## src/rtl/kdar_pkg.sv

```systemverilog
// Shared types and constants for the key debounce / auto-repeat block.
// No dependencies; imported by kdar_key and key_debounce_auto_repeat.
package kdar_pkg;

    localparam int NUM_KEYS_DEF    = 5;
    localparam int COUNT_WIDTH_DEF = 16;

    // fixed field widths
    localparam int KEY_FIELD_W = 5;
    localparam int EVENT_W     = 3;
    localparam int CFG_W       = 16;
    localparam int CFG_IDX_W   = 3;

    // register reset values
    localparam logic [CFG_W-1:0]       DEBOUNCE_RST = 16'd20;
    localparam logic [CFG_W-1:0]       HOLD_RST     = 16'd1000;
    localparam logic [CFG_W-1:0]       LIMIT_RST    = 16'd250;
    localparam logic [KEY_FIELD_W-1:0] REP_MASK_RST = 5'd3;

    // register indexes
    typedef enum logic [CFG_IDX_W-1:0] {
        CFG_DEBOUNCE = 3'd0,
        CFG_HOLD     = 3'd1,
        CFG_LIMIT    = 3'd2,
        CFG_REP_MASK = 3'd3
    } t_cfg_idx;

    // timing settings shared by every key
    typedef struct packed {
        logic [CFG_W-1:0] debounce;
        logic [CFG_W-1:0] hold;
        logic [CFG_W-1:0] limit;
    } t_key_cfg;

    // per-key controls for one tick
    typedef struct packed {
        logic step;      // a tick is processed this cycle
        logic released;  // key level is high
        logic rep_en;    // auto-repeat enabled
    } t_key_ctl;

endpackage

```

## src/rtl/kdar_key.sv

```systemverilog
// One key's lock, press counter and repeat counter, stepped once per tick.
// Depends on kdar_pkg for the settings and control structs.
module kdar_key
    import kdar_pkg::*;
#(
    parameter int COUNT_WIDTH = COUNT_WIDTH_DEF
) (
    input  logic     i_clk,
    input  logic     i_rst_n,
    input  t_key_cfg i_cfg,
    input  t_key_ctl i_ctl,
    output logic     o_fire
);

    localparam int CMP_W = (COUNT_WIDTH > CFG_W) ? COUNT_WIDTH : CFG_W;

    logic                   r_locked, n_locked;
    logic [COUNT_WIDTH-1:0] r_press, n_press;
    logic [COUNT_WIDTH-1:0] r_repeat, n_repeat;
    logic [COUNT_WIDTH-1:0] press_inc, repeat_inc;
    logic                   fire;

    // saturate at all ones
    assign press_inc  = (&r_press)  ? r_press  : r_press + 1'b1;
    assign repeat_inc = (&r_repeat) ? r_repeat : r_repeat + 1'b1;

    always_comb begin
        n_locked = r_locked;
        n_press  = r_press;
        n_repeat = r_repeat;
        fire     = 1'b0;
        if (i_ctl.released) begin
            n_locked = 1'b0;
            n_press  = '0;
            n_repeat = '0;
        end else if (!r_locked) begin
            n_press = press_inc;
            if (CMP_W'(press_inc) >= CMP_W'(i_cfg.debounce)) begin
                n_locked = 1'b1;
                n_press  = '0;
                fire     = 1'b1;
            end
        end else if (i_ctl.rep_en) begin
            if (CMP_W'(r_press) < CMP_W'(i_cfg.hold)) begin
                n_press = press_inc;
            end else if (CMP_W'(repeat_inc) > CMP_W'(i_cfg.limit)) begin
                n_repeat = '0;
                fire     = 1'b1;
            end else begin
                n_repeat = repeat_inc;
            end
        end
    end

    assign o_fire = i_ctl.step & fire;

    always_ff @(posedge i_clk) begin
        if (!i_rst_n) begin
            r_locked <= 1'b0;
            r_press  <= '0;
            r_repeat <= '0;
        end else if (i_ctl.step) begin
            r_locked <= n_locked;
            r_press  <= n_press;
            r_repeat <= n_repeat;
        end
    end

endmodule

```

## src/rtl/key_debounce_auto_repeat.sv

```systemverilog
// Key debouncer with auto-repeat, one tick beat in, one event beat out.
// Path from input beat to result beat: input register, then result register.
// Throughput: one beat per cycle if i_ready allows; per-key update is a single pass.
// Reset (synchronous, active low): locks and counters clear, registers
// return to 20 / 1000 / 250 / 3, both pipeline stages empty.
// Depends on kdar_pkg and kdar_key.
module key_debounce_auto_repeat
    import kdar_pkg::*;
#(
    parameter int NUM_KEYS    = NUM_KEYS_DEF,
    parameter int COUNT_WIDTH = COUNT_WIDTH_DEF
) (
    input  logic                   i_clk,
    input  logic                   i_rst_n,
    input  logic                   i_valid,
    output logic                   o_ready,
    input  logic [KEY_FIELD_W-1:0] i_key_levels,
    output logic                   o_valid,
    input  logic                   i_ready,
    output logic [EVENT_W-1:0]     o_key_event,
    input  logic                   i_cfg_valid,
    output logic                   o_cfg_ready,
    input  logic [CFG_IDX_W-1:0]   i_cfg_index,
    input  logic [CFG_W-1:0]       i_cfg_data
);

    t_key_cfg               r_cfg;
    logic [KEY_FIELD_W-1:0] r_rep_mask;

    logic                   r_in_valid;
    logic [KEY_FIELD_W-1:0] r_levels;
    logic                   r_out_valid;
    logic [EVENT_W-1:0]     r_event, n_event;

    logic                   out_free;
    logic                   step;
    logic [NUM_KEYS-1:0]    fire;

    assign o_cfg_ready = 1'b1;

    always_ff @(posedge i_clk) begin
        if (!i_rst_n) begin
            r_cfg.debounce <= DEBOUNCE_RST;
            r_cfg.hold     <= HOLD_RST;
            r_cfg.limit    <= LIMIT_RST;
            r_rep_mask     <= REP_MASK_RST;
        end else if (i_cfg_valid) begin
            case (i_cfg_index)
                CFG_DEBOUNCE: r_cfg.debounce <= i_cfg_data;
                CFG_HOLD:     r_cfg.hold     <= i_cfg_data;
                CFG_LIMIT:    r_cfg.limit    <= i_cfg_data;
                CFG_REP_MASK: r_rep_mask     <= i_cfg_data[KEY_FIELD_W-1:0];
                default: ;
            endcase
        end
    end

    assign out_free = !r_out_valid || i_ready;
    assign step     = r_in_valid && out_free;
    assign o_ready  = !r_in_valid || out_free;

    always_ff @(posedge i_clk) begin
        if (!i_rst_n) begin
            r_in_valid  <= 1'b0;
            r_out_valid <= 1'b0;
        end else begin
            if (o_ready) begin
                r_in_valid <= i_valid;
            end
            if (out_free) begin
                r_out_valid <= r_in_valid;
            end
        end
    end

    always_ff @(posedge i_clk) begin
        if (i_valid && o_ready) begin
            r_levels <= i_key_levels;
        end
        if (step) begin
            r_event <= n_event;
        end
    end

    for (genvar k = 0; k < NUM_KEYS; k++) begin : g_key
        t_key_ctl ctl;
        if (k < KEY_FIELD_W) begin : g_field
            assign ctl.released = r_levels[k];
            assign ctl.rep_en   = r_rep_mask[k];
        end else begin : g_extra
            // keys beyond the field read as held down, no repeat
            assign ctl.released = 1'b0;
            assign ctl.rep_en   = 1'b0;
        end
        assign ctl.step = step;

        kdar_key #(
            .COUNT_WIDTH(COUNT_WIDTH)
        ) u_key (
            .i_clk  (i_clk),
            .i_rst_n(i_rst_n),
            .i_cfg  (r_cfg),
            .i_ctl  (ctl),
            .o_fire (fire[k])
        );
    end

    // highest-numbered firing key wins
    always_comb begin
        n_event = '0;
        for (int k = 0; k < NUM_KEYS; k++) begin
            if (fire[k]) begin
                n_event = EVENT_W'(k + 1);
            end
        end
    end

    assign o_valid     = r_out_valid;
    assign o_key_event = r_event;

    // no key reports unless a tick is actually being processed
    a_fire_needs_step : assert property (@(posedge i_clk) disable iff (!i_rst_n)
        !step |-> (fire == '0))
        else $error("key fired without a tick step");

    // a stalled input register keeps its tick
    a_in_hold : assert property (@(posedge i_clk) disable iff (!i_rst_n)
        (r_in_valid && !out_free) |=> (r_in_valid && $stable(r_levels)))
        else $error("input stage lost a stalled tick");

    // a processed tick always lands in the result register
    a_step_to_out : assert property (@(posedge i_clk) disable iff (!i_rst_n)
        step |=> r_out_valid)
        else $error("processed tick missing from result stage");

    // reported key number stays within the key count when that count fits the event field
    a_event_range : assert property (@(posedge i_clk) disable iff (!i_rst_n)
        o_valid |-> (NUM_KEYS > 7 || o_key_event <= EVENT_W'(NUM_KEYS)))
        else $error("key event out of range");

endmodule

```

## config.mk

```make
export PLATFORM = sky130hd
export DESIGN_NAME = key_debounce_auto_repeat
export DESIGN_NICKNAME = d
export VERILOG_FILES = /design/src/rtl/kdar_pkg.sv /design/src/rtl/kdar_key.sv /design/src/rtl/key_debounce_auto_repeat.sv
export SDC_FILE = /design/constraint.sdc
export NUM_CORES = 1
export LEC_CHECK = 0
export ABC_AREA = 1
export BUFFER_PORTS_ARGS = -buffer_cell sky130_fd_sc_hd__buf_4
export CAP_MARGIN = 5
export CORE_ASPECT_RATIO = 0.8
export CORE_UTILIZATION = 60
export CTS_BUF_LIST = sky130_fd_sc_hd__clkbuf_4 sky130_fd_sc_hd__clkbuf_8 sky130_fd_sc_hd__clkbuf_16
export CTS_CLUSTER_SIZE = 20
export DETAILED_ROUTE_END_ITERATION = 10
export PLACE_DENSITY = 0.77
export SYNTH_ARGS = -nofsm -noshare
export SYNTH_HDL_FRONTEND = slang
export SYNTH_SLANG_ARGS = --single-unit
export TNS_END_PERCENT = 5
```

## constraint.sdc

```tcl
create_clock -name i_clk -period 9.64 [get_ports i_clk]
set_clock_uncertainty 0.15 [all_clocks]
set_input_delay 0.964 -clock i_clk [delete_from_list [all_inputs] [get_ports i_clk]]
set_output_delay 0.964 -clock i_clk [all_outputs]
set_load 0.01 [all_outputs]
```

==> summary.md <==
| Metric | Value |
|---|---|
| Status | `finished clean` |
| Worst Path Required | `around 10 ns` |
| Main combinational cell family by area after synthesis | `simple AND/OR/NAND/NOR gates` |
| Fmax | `around 0.23 GHz` |
| Drt first pass iters | `7` |
| Worst vdd ir | `0.142 mV` |
| Gr ovfl total | `0` |
| Initial Utilization | `0.609` |
| Vias in the first global route | `17.3k` |
| RSZ-0062 raised after global routing | `no` |
| Fin Setup TNS | `0 ns` |
| Nets | `a little over 3k` |
| Worst Path Arrival | `4.60 ns` |
| Most frequent cells in the layout | `nand2_1, inv_1, a21oi_1` |
| Standard-cell rows | `between 50 and 60` |
| First-pass GRT wire length | `approximately 90000 um` |
| Cell mode on critical path | `nand2_1` |
| Max incr delay on CP | `~0.86 ns` |
| Flops & latches, synth | `228` |
| Pwr/cell area | `130 mW/mm2` |
| Clock Tree Root | `clkbuf_16` |
| Via-per-instance ratio | `5.76` |
| Core ar. | `0.0303 mm2` |
| Synthesized-area fraction occupied by and/or/nand/nor cells | `0.294` |
| Clock transition at path regs | `around 0.06 ns` |
| Remaining DRCs | `0` |
| Longest Clk Path Bufs | `3` |
| Compound-Gate Fraction of Synth Area | `0.152` |
| Clk Latency, worst-skew pair | `roughly 0.56 ns` |
| Max Slew Vio Count | `0` |
| Post-CTS Setup Bufs | `0` |
| GR Util All Layers | `0.359` |
| Critical path class | `reg -> reg` |
| DRT Wirelength | `~56000 um` |
| Synth Area in XOR/XNOR | `0.0406` |
| Post-synth EDFFs | `8` |
| Post-synth cell types | `49` |
| Final ANT Viol Nets | `0` |
| Yosys warns | `0` |
| Hold Worst Slack | `~0.32 ns` |
| Critical Path End Type | `flip-flop` |
| Cells after Synth | `about 2.8k` |
| Top delay family on crit path | `simple AND/OR/NAND/NOR gates` |
| Cts hold-fix bufs | `0` |
| Least-Margin Pin Slew | `between 1 and 1.5 ns` |
| RD Place Congestion | `roughly 0.98` |
| Crit path cell chain | `ha_1, nand2_1, nor2_2, nand3_1, nor2_2, nand2_2, nand3_1, nor2_1, xor2_1, ha_1, a21oi_1, nor2_1, nor3_1, nand2_1, nand2_1, a21oi_1, nor2_1, nand2_1, nand3_1, nand2_1, nor2_1` |
| Avg Inst Size Synth | `approximately 6.6 um2` |
| Final cycle utilization of the critical path | `0.442` |
| Largest net degree at the start of global routing | `about 120` |
| Final Hold Viols | `0` |
| Total CTS buffers | `26` |
| Die Wd | `roughly 200 um` |
| Top FF cell, synth | `dfxtp_1` |
| Critical path peak fanout | `15` |
| Post-Synth Adder-Cell Area | `0.166` |
| Slowest-stage cell, CP | `nor2_1` |
| Initial DRC count | `roughly 2k` |
| Mux share of post-synthesis cell area | `0.000542` |
| Synthesized area | `~0.018 mm2` |
| Tmin final | `around 4.3 ns` |
| Nature of the critical path startpoint | `flip-flop` |
| Ys async rst share | `0` |
| Area grow syn2layout | `7.88%` |
| Initial antenna violation count | `1` |
| Final setup violation count | `0` |
| Net count of the mapped netlist | `approximately 3.1k` |
| Clk sink count | `~230` |
| Worst path bufs/invs | `0` |
| IO Count | `35` |
| DR WL/cell | `~17 um` |
| I/O Buffers | `33` |
| Fraction of layout cells with a size suffix above 1 | `0.0549` |
| Die outline height | `~160 um` |
| Commonest non-fill, non-tap cell in the layout | `nand2_1` |
| Type of the worst min-delay path | `reg -> reg` |
| Max cap viols | `0` |
| Vias post-DR | `18.6k` |
| Die area | `0.0315 mm2` |
| Post-DP HPWL | `40900 um` |
| H-tree depth | `1` |
| P_leak | `between 0.009 and 0.01 uW` |
| Register area share after synthesis | `0.251` |
| # resized after CTS | `0` |
| FILL cells | `2753` |
| Worst slew margin | `0.130` |
| CTS tree | `done` |
==> per-stage QoR <==
stage	worst slack [ns]	instance area, um2	total power, uW	utilization	instances
2_1_floorplan	6.51	18500	1350	-	2804
3_3_place_gp	5.55	19000	1470	0.626	3187
3_5_place_dp	5.47	19000	1490	0.626	3187
4_1_cts	5.43	19900	2590	0.657	3235
5_1_grt	4.95	19900	2700	0.657	3236
6_report	5.37	19900	2600	0.658	3237
==> cell usage after synthesis, drive strengths merged (5+ instances only) <==
cell	n	area share
ha	245	0.17
clkbuf	40	0.0081
o211ai	16	0.0065
nor2	296	0.064
buf	29	0.0091
inv	383	0.078
xor2	71	0.035
o21ai	153	0.043
nand4	62	0.022
a21oi	335	0.091
xnor2	12	0.0057
nand2	658	0.13
nor3	82	0.026
a31oi	9	0.0030
nand3	141	0.039
edfxtp	8	0.013
o21a	6	0.0024
dfxtp	220	0.24
nor4	8	0.0027
or2	5	0.0017
nand3b	6	0.0024
==> state kept, by name (all words and copies together), names as in the netlist <==
signal and flops:
g_key.u_key.r_repeat 80, g_key.u_key.r_press 80, r_levels 5, g_key.u_key.r_locked 5, r_in_valid 1, r_cfg 48, o_key_event 3, o_valid 1
r_rep_mask 5
==> kinds of logic (layout without fill, tap and decap cells) <==
logic type      Yosys count  after routing
flops                   228            228
fa+ha+maj               245            245
mux                       1              1
other cells               1              2
simple gates           1260           1260
buf+inv                 453            472
compound gates          533            533
xor+xnor                 83             83
==> report_power, final <==
part | internal (uW) | switching, uW
sequential | 985 | 44.0
combinational | 146 | 310
clock | 680 | 435
==> layer usage <==
layer / global-route usage / routed length, um / up-vias
met5: 0.0123 / 49 / -
met4: 0.121 / 1840 / 2
met3: 0.0714 / 5560 / 127
met2: 0.556 / 24300 / 769
met1: 0.494 / 24600 / 8501
li1: - / - / 9250
==> tightest hold or removal path, cell delays in order (launching register included) <==
cell     delay [ns]
dfxtp_1        0.31
nand2_1        0.06
a21oi_1        0.05
==> final timing paths <==
check | depth (start not counted) | endpoint | startpoint | slack [ns]
max | 21 | g_key[4].u_key.r_repeat[13] | g_key[4].u_key.r_repeat[0] | 5.37
min reg2reg | 2 | g_key[0].u_key.r_repeat[8] | g_key[0].u_key.r_repeat[8] | 0.32
max reg2reg | 21 | g_key[4].u_key.r_repeat[13] | g_key[4].u_key.r_repeat[0] | 5.37
min | 2 | g_key[0].u_key.r_repeat[8] | g_key[0].u_key.r_repeat[8] | 0.32
==> cell type report <==
cell class | count | area, um2 | area share
inverters | 384 | 1440 | 0.0723
flip-flops and latches | 228 | 4640 | 0.233
repair buffers | 40 | 300 | 0.0151
multi-input cells | 2123 | 12100 | 0.606
clock buffers | 40 | 805 | 0.0404
well taps | 413 | 517 | 0.0259
diodes | 1 | 2.50 | 0.000126
clock inverters | 8 | 143 | 0.00716
Note: power is estimated with default switching activity, not from simulation.
